===== src/sv/shtlp_ram.sv =====
module shtlp_ram #(
   parameter int WIDTH = 8,
   parameter int DEPTH = 16
) (
   input  logic                     clock,
   input  logic                     wr_en,
   input  logic [$clog2(DEPTH)-1:0] wr_addr,
   input  logic [WIDTH-1:0]         wr_data,
   input  logic [$clog2(DEPTH)-1:0] rd_addr,
   output logic [WIDTH-1:0]         rd_data
);

   logic [WIDTH-1:0] mem [DEPTH];

   always_ff @(posedge clock) begin
      if (wr_en) begin
         mem[wr_addr] <= wr_data;
      end
      rd_data <= mem[rd_addr];
   end

endmodule


===== config.mk =====
export PLATFORM = sky130hd
export DESIGN_NAME = shtlp_ram
export DESIGN_NICKNAME = d
export VERILOG_FILES = /design/src/sv/shtlp_ram.sv
export SDC_FILE = /design/constraint.sdc
export NUM_CORES = 1
export LEC_CHECK = 0
export ABC_AREA = 0
export ABC_CLOCK_PERIOD_IN_PS = 1700
export BUFFER_PORTS_ARGS = -buffer_cell sky130_fd_sc_hd__clkbuf_2
export CORE_UTILIZATION = 45
export CTS_CLUSTER_DIAMETER = 50
export DETAILED_ROUTE_END_ITERATION = 8
export PLACE_DENSITY_LB_ADDON = 0.12
export RECOVER_POWER = 50
export SETUP_SLACK_MARGIN = 0.1
export SLEW_MARGIN = 25
export SYNTH_ARGS = -nofsm -noshare
export SYNTH_HDL_FRONTEND = slang
export SYNTH_SLANG_ARGS = --single-unit

===== constraint.sdc =====
create_clock -name clock -period 1.7 [get_ports clock]
set_input_delay 0.17 -clock clock [delete_from_list [all_inputs] [get_ports clock]]
set_output_delay 0.17 -clock clock [all_outputs]
set_load 0.05 [all_outputs]

Word-level counts from Yosys, hierarchy flattened
Memories as Yosys holds them, arrays and structs flattened. A register that Yosys moved wholly into a read port is not among the register bits.
Index checks and enable logic that the tools add are counted.
Widths: inputs -> output; s select.
Word-level totals
  register bits: 0
  RAM bits: 128
  bits of input ports: 18
  output and inout port bits: 8
  logic and storage cells: 3
  memories kept: 1
Memory list
  mem: words 16, bits a word 8, read ports 1, clocked after memory_dff 1, wr ports 1, line 13  | logic [WIDTH-1:0] mem [DEPTH];
Operators by class
  muxes and demuxes: 2
Operator list (count)
  $mux 1: 2

Logic depth before layout (Yosys ltp)
Gate-level depths: netlist (run 1).
  word-level depth: 2
  mapped depth: 5
  depth with buffers taken out: 3

Worst setup path before layout (run 1)
Ideal clock, no wire load.
  kind: input to register
  start: in wr_addr[2]
  end: mem mem[0][0], enable pin
  arrival: 1.280 ns
  path slack: 0.037 ns
  cell stages on the path: 2
  buffers on the path: 0
  cells stage by stage: or3b_2 nor3_1
RTL lines
  start, declared: line 7  | input logic [$clog2(DEPTH)-1:0] wr_addr,
  end, declared: line 13
No word-level cell before the write port.

==> impl_metrics.env, run 1 <==
export IMPL_fin_util_pct=56.1
export IMPL_nFillCells=844
export IMPL_fp_dieW_um=109
export IMPL_globalRouteOverflowTotal=0
export IMPL_synthesis_area_mm2=0.00515
export IMPL_grt_pass1_wl_mm=15.0
export IMPL_cts_buffer_depth=2
export IMPL_clkSinkCount=136
export IMPL_final_cell_mix="edfxtp_1 (128), mux4_2 (18), buf_4 (18), clkbuf_16 (17)"
export IMPL_outcome="complete, no violations"
export IMPL_critical_path_arrival_ns=1.64
export IMPL_cts_buffers=17
export IMPL_required_ns=1.98
export IMPL_tns_ns=0
export IMPL_synth_top_cell_by_area="edfxtp_1"
export IMPL_fin_crit_sh_pct=80.0
export IMPL_h_tree_depth=4
export IMPL_drv_cap=0
export IMPL_final_cell_count_no_fill=439
export IMPL_drc_errors=0
export IMPL_post_cts_buffers=0
export IMPL_path_clk_slew_ns=0.06
export IMPL_finalSetupViolations=0
export IMPL_gp_congestion=0.685
export IMPL_wirelength_mm=10.1
export IMPL_dp_cells=407
export IMPL_final_common_cell="edfxtp_1"
export IMPL_die_h_um=109
export IMPL_rsz0062_at_grt="no"
export IMPL_synth_area_leaders="edfxtp_1 (75%), mux4_2 (7.9%), mux4_1 (7.1%)"
export IMPL_synthCells=229
export IMPL_cts_tree="done"
export IMPL_routed_via_count=2465
export IMPL_max_slew_margin_rel_pct=55.5
export IMPL_firstDrtPassIters=4
export IMPL_p_leak_nw=2.09
export IMPL_hold_ws_ns=0.283
export IMPL_fin_crit_ns=1.36
export IMPL_hold_class="in2reg"
export IMPL_die_area_mm2=0.0119
export IMPL_syn_to_final_growth_pct=19.8
export IMPL_clkLatencyLatePin_ns=0.41
export IMPL_root_buffer="clkbuf_16"
export IMPL_ctsResizeCount=0
export IMPL_drive_above_1_share_pct=29.8
export IMPL_initial_core_util_pct=46.9
export IMPL_critPathCaptureType="flop"
export IMPL_grt_max_degree=33
export IMPL_avgRoutedWirePerCell_um=23.0
export IMPL_path_class="reg2reg"
export IMPL_power_mw=7.78
export IMPL_ir_worst_vdd_mv=0.576
export IMPL_antenna_cells=0
export IMPL_port_buffer_count=25
export IMPL_rows=38
export IMPL_fin_skew_ns=0.00752
export IMPL_ys_ff_latch=136
export IMPL_yosys_warnings=0
export IMPL_synth_top_area_share_pct=74.7
export IMPL_pre_cts_ws_ns=0.101
export IMPL_yosysUniqueCellTypes=19
export IMPL_grt_util_all_layers_pct=19.1
export IMPL_via_per_inst=5.62
export IMPL_cts_hold_buffers=0
export IMPL_hpwl_mm=6.07
export IMPL_boundaryPins=26
export IMPL_finalWorstSetupSlack_ns=0.340
export IMPL_design_area_mm2=0.00616
export IMPL_maxSlewViolCount=0
export IMPL_cellPowerDensity_mw_per_mm2=1260
export IMPL_grt_pass1_vias=2451
export IMPL_cp_max_fo=1
export IMPL_postPlaceCellArea_mm2=0.00559
export IMPL_tightestPinTransition_ns=0.667
export IMPL_drt_initial_drc_count=103
export IMPL_avgSynthCellArea_um2=22.5
export IMPL_cp_start_kind="flop"
export IMPL_hold_viol=0
export IMPL_core_mm2=0.0110
export IMPL_synth_nets=247
export IMPL_ys_seq_area_share_pct=77.8
export IMPL_antenna_found_initial=0
export IMPL_nets=304
export IMPL_ant_nets=0
export IMPL_max_freq_ghz=0.735
==> flip-flops by register name, summed over array words and instances, names as in the netlist <==
signal / flops
mem: 128
rd_data: 8
==> worst max-delay path: stages, from the launching register on <==
cell,delay (ns)
edfxtp_1,0.36
mux4_2,0.48
a22oi_1,0.30
nand2_1,0.09
==> metal layers <==
layer	vias up	share of wire, %	track usage (%)
li1	1089	-	-
met1	1301	46	27.7
met2	63	48	27.4
met3	12	3.7	4.54
met4	0	1.8	9.07
met5	-	0	0
==> where the power goes <==
part / leakage [nW] / internal (mW) / total [mW] / switching (mW)
sequential: 1.22 / 3.75 / 3.78 / 0.0256
clock: 0.286 / 2.26 / 3.58 / 1.31
combinational: 0.583 / 0.159 / 0.428 / 0.268
==> Yosys cell counts <==
library cell / count
and2b_1: 1
nor2_1: 13
buf_4: 1
nor3_1: 4
a22oi_1: 16
dfxtp_1: 8
edfxtp_1: 128
mux4_2: 18
buf_6: 3
nand2b_1: 2
nand3b_1: 2
nand2_1: 9
and2_1: 1
nor2b_1: 1
nand3_1: 1
or3b_2: 1
buf_2: 3
clkdlybuf4s25_2: 3
mux4_1: 14
==> path summary, 6_finish.rpt <==
| path | end | cells past startpoint | slack (ns) | from |
|---|---|---|---|---|
| setup reg to reg | rd_data[7]$_DFF_P_ | 3 | 0.34 | mem[11][7]$_DFFE_PP_ |
| hold reg to reg | rd_data[3]$_DFF_P_ | 3 | 0.67 | mem[4][3]$_DFFE_PP_ |
| hold / removal | mem[11][2]$_DFFE_PP_ | 1 | 0.28 | wr_data[2] |
| setup / recovery | rd_data[7]$_DFF_P_ | 3 | 0.34 | mem[11][7]$_DFFE_PP_ |
==> area by class of cell <==
| cell class | instances | area, µm² | area share (%) |
|---|---|---|---|
| repair buffers | 48 | 333 | 5.40 |
| clock buffers | 20 | 467 | 7.57 |
| multi-input cells | 83 | 1060 | 17.2 |
| clock inverters | 12 | 124 | 2.01 |
| flip-flops and latches | 136 | 4000 | 64.9 |
| well taps | 140 | 175 | 2.84 |
==> cell families (layout without fill, tap and decap cells) <==
logic type             count (synthesis)  after routing  synth area share (%)
AOI/OAI and AO/OA                     16             16                  2.33
buffers and inverters                 10             80                  1.68
DFF                                  136            136                  77.8
muxes                                 32             32                  15.0
and+or+nand+nor                       35             35                  3.18
(Power assumes the default switching activity.)
==> inputs of run 2 (changes only) <==
--- a/config.mk
+++ b/config.mk
@@ -6,7 +6,7 @@
 export NUM_CORES = 1
 export LEC_CHECK = 0
 export ABC_AREA = 0
-export ABC_CLOCK_PERIOD_IN_PS = 1700
+export ABC_CLOCK_PERIOD_IN_PS = 1400
 export BUFFER_PORTS_ARGS = -buffer_cell sky130_fd_sc_hd__clkbuf_2
 export CORE_UTILIZATION = 45
 export CTS_CLUSTER_DIAMETER = 50
==> constraint.sdc (replaced) <==
create_clock -name clock -period 1.4 [get_ports clock]
set_input_delay 0.14 -clock clock [delete_from_list [all_inputs] [get_ports clock]]
set_output_delay 0.14 -clock clock [all_outputs]
set_load 0.05 [all_outputs]
==> impl_metrics.env, run 2 (same netlist as run 1, synthesis figures left out) <==
export IMPL_hold_start="wr_data[4]"
export IMPL_routed_via_count=2430
export IMPL_regArea_mm2=0.00400
export IMPL_fin_skew_ns=0.00671
export IMPL_rr_endpoint="rd_data[3]$_DFF_P_"
export IMPL_path_class="reg2reg"
export IMPL_initial_core_util_pct=46.9
export IMPL_r2r_start="mem[5][3]$_DFFE_PP_"
export IMPL_clkLatencyLatePin_ns=0.40
export IMPL_tns_ns=0
export IMPL_rsz0062_at_grt="yes"
export IMPL_max_slew_margin_rel_pct=42.7
export IMPL_root_buffer="clkbuf_16"
export IMPL_core_mm2=0.0110
export IMPL_hpwl_mm=6.47
export IMPL_port_buffer_count=25
export IMPL_drive_above_1_share_pct=37.3
export IMPL_nets=313
export IMPL_final_common_cell="edfxtp_1"
export IMPL_post_cts_buffers=0
export IMPL_antenna_found_initial=0
export IMPL_die_area_mm2=0.0119
export IMPL_drt_initial_drc_count=154
export IMPL_avgRoutedWirePerCell_um=21.7
export IMPL_switching_share_pct=20.3
export IMPL_outcome="complete, no violations"
export IMPL_fin_crit_ns=1.30
export IMPL_h_tree_depth=4
export IMPL_gp_congestion=0.772
export IMPL_cellPowerDensity_mw_per_mm2=1550
export IMPL_switchingPower_mw=1.97
export IMPL_min_to="mem[3][4]$_DFFE_PP_"
export IMPL_fp_dieW_um=109
export IMPL_rrSetupSlack_ns=0.10
export IMPL_drv_cap=0
export IMPL_whs_path_depth=1
export IMPL_firstDrtPassIters=4
export IMPL_nFillCells=834
export IMPL_grt_util_all_layers_pct=18.8
export IMPL_reg_top3="mem (128), rd_data (8)"
export IMPL_path_clk_slew_ns=0.06
export IMPL_die_h_um=109
export IMPL_power_frac_clock_pct=47.0
export IMPL_ant_nets=0
export IMPL_cts_buffer_depth=2
export IMPL_p_int_mw=7.73
export IMPL_grt_pass1_vias=2564
export IMPL_critPathCaptureType="flop"
export IMPL_fin_crit_sh_pct=92.8
export IMPL_globalRouteOverflowTotal=0
export IMPL_regMostFlops="mem"
export IMPL_grt_pass1_wl_mm=14.9
export IMPL_p_leak_nw=2.12
export IMPL_syn_to_final_growth_pct=21.8
export IMPL_cp_max_fo=1
export IMPL_cp_start_kind="flop"
export IMPL_finalWorstSetupSlack_ns=0.101
export IMPL_final_cell_count_no_fill=448
export IMPL_pre_cts_ws_ns=-0.243
export IMPL_seqPwrFrac_pct=47.3
export IMPL_max_freq_ghz=0.770
export IMPL_cts_buffers=17
export IMPL_boundaryPins=26
export IMPL_cts_tree="done"
export IMPL_rr_worst_depth=3
export IMPL_wirelength_mm=9.73
export IMPL_critical_path_arrival_ns=1.59
export IMPL_rows=38
export IMPL_multiInputGateArea_mm2=0.00108
export IMPL_finalSetupViolations=0
export IMPL_fin_util_pct=57.1
export IMPL_clkSinkCount=136
export IMPL_largest_reg_flops=128
export IMPL_hold_class="in2reg"
export IMPL_required_ns=1.69
export IMPL_final_cell_mix="edfxtp_1 (128), mux4_2 (26), buf_4 (25), clkbuf_16 (17), clkbuf_2 (17)"
export IMPL_antenna_cells=0
export IMPL_combPwrFrac_pct=5.7
export IMPL_ir_worst_vdd_mv=1.05
export IMPL_grt_max_degree=25
export IMPL_drc_errors=0
export IMPL_via_per_inst=5.42
export IMPL_maxSlewViolCount=0
export IMPL_cts_hold_buffers=0
export IMPL_tightestPinTransition_ns=0.857
export IMPL_hold_viol=0
export IMPL_dp_cells=416
[run 2: cell count changes in the layout (fill, tap and decap cells not counted), sizes merged]
cell      previous run  this run
buf                 22        29
bufinv               2         4
clkinvlp             3         2
clkinv               6         7
[run 2: area by class of cell]
cell class / instances / share of cell area [%]
Multi-Input combinational cell: 83 / 17.3
Sequential cell: 136 / 63.8
Clock inverter: 14 / 2.87
Tap cell: 140 / 2.79
Clock buffer: 18 / 6.84
Timing Repair Buffer: 57 / 6.34
[run 2: how the worst max path moves through the flow]
| stage | startpoint | to | slack [ns] | cells after the start |
|---|---|---|---|---|
| floorplan | wr_addr[2] | mem[3][0]$_DFFE_PP_ | -0.006 | 2 |
| global placement | rd_addr[0] | rd_data[2]$_DFF_P_ | -0.25 | 6 |
| detailed placement | rd_addr[0] | rd_data[1]$_DFF_P_ | -0.24 | 5 |
| CTS | mem[2][1]$_DFFE_PP_ | rd_data[1]$_DFF_P_ | 0.1 | 3 |
| global route | mem[2][1]$_DFFE_PP_ | rd_data[1]$_DFF_P_ | 0.05 | 3 |
| finish | mem[5][3]$_DFFE_PP_ | rd_data[3]$_DFF_P_ | 0.10 | 3 |
[run 2: per-layer routing]
layer  wire, µm  vias up  global-route usage, %  share of wire [%]
li1           -     1099                      -                  -
met1       4500     1269                   25.2                 46
met2       4800       56                   29.6                 49
met3        345        6                   5.38                3.5
met4         84        0                   6.37               0.86
met5          0        -                      0                  0
[run 2: what timing repair did]
action,4_1_cts,5_1_grt
resized for setup,12,5
pin swaps,3,3
endpoints found under the setup margin,4,8
[run 2: metrics by stage]
step / cell area [µm²] / total power [mW] / hold slack (ns)
floorplan: 5160 / 4.98 / 0.239
global placement: 5670 / 5.21 / 0.541
detailed placement: 5670 / 5.22 / 0.569
CTS: 6290 / 9.77 / 0.144
global route: 6270 / 9.98 / 0.289
finish: 6270 / 9.70 / 0.242
[run 2: worst max-delay path: stages (launching register included)]
cell and delay, ns:
edfxtp_1 0.35, mux4_1 0.55, a22oi_2 0.21, nand2_1 0.08
[run 2: power groups by stage]
stage                     Combinational [mW]  Sequential (mW)  Clock (mW)
after detailed placement               0.548             4.67           0
after CTS                              0.566             4.58        4.62
after global placement                 0.544             4.66           0
final                                  0.556             4.59        4.56
after global routing                   0.601             4.59        4.79
after floorplan                        0.232             4.75           0
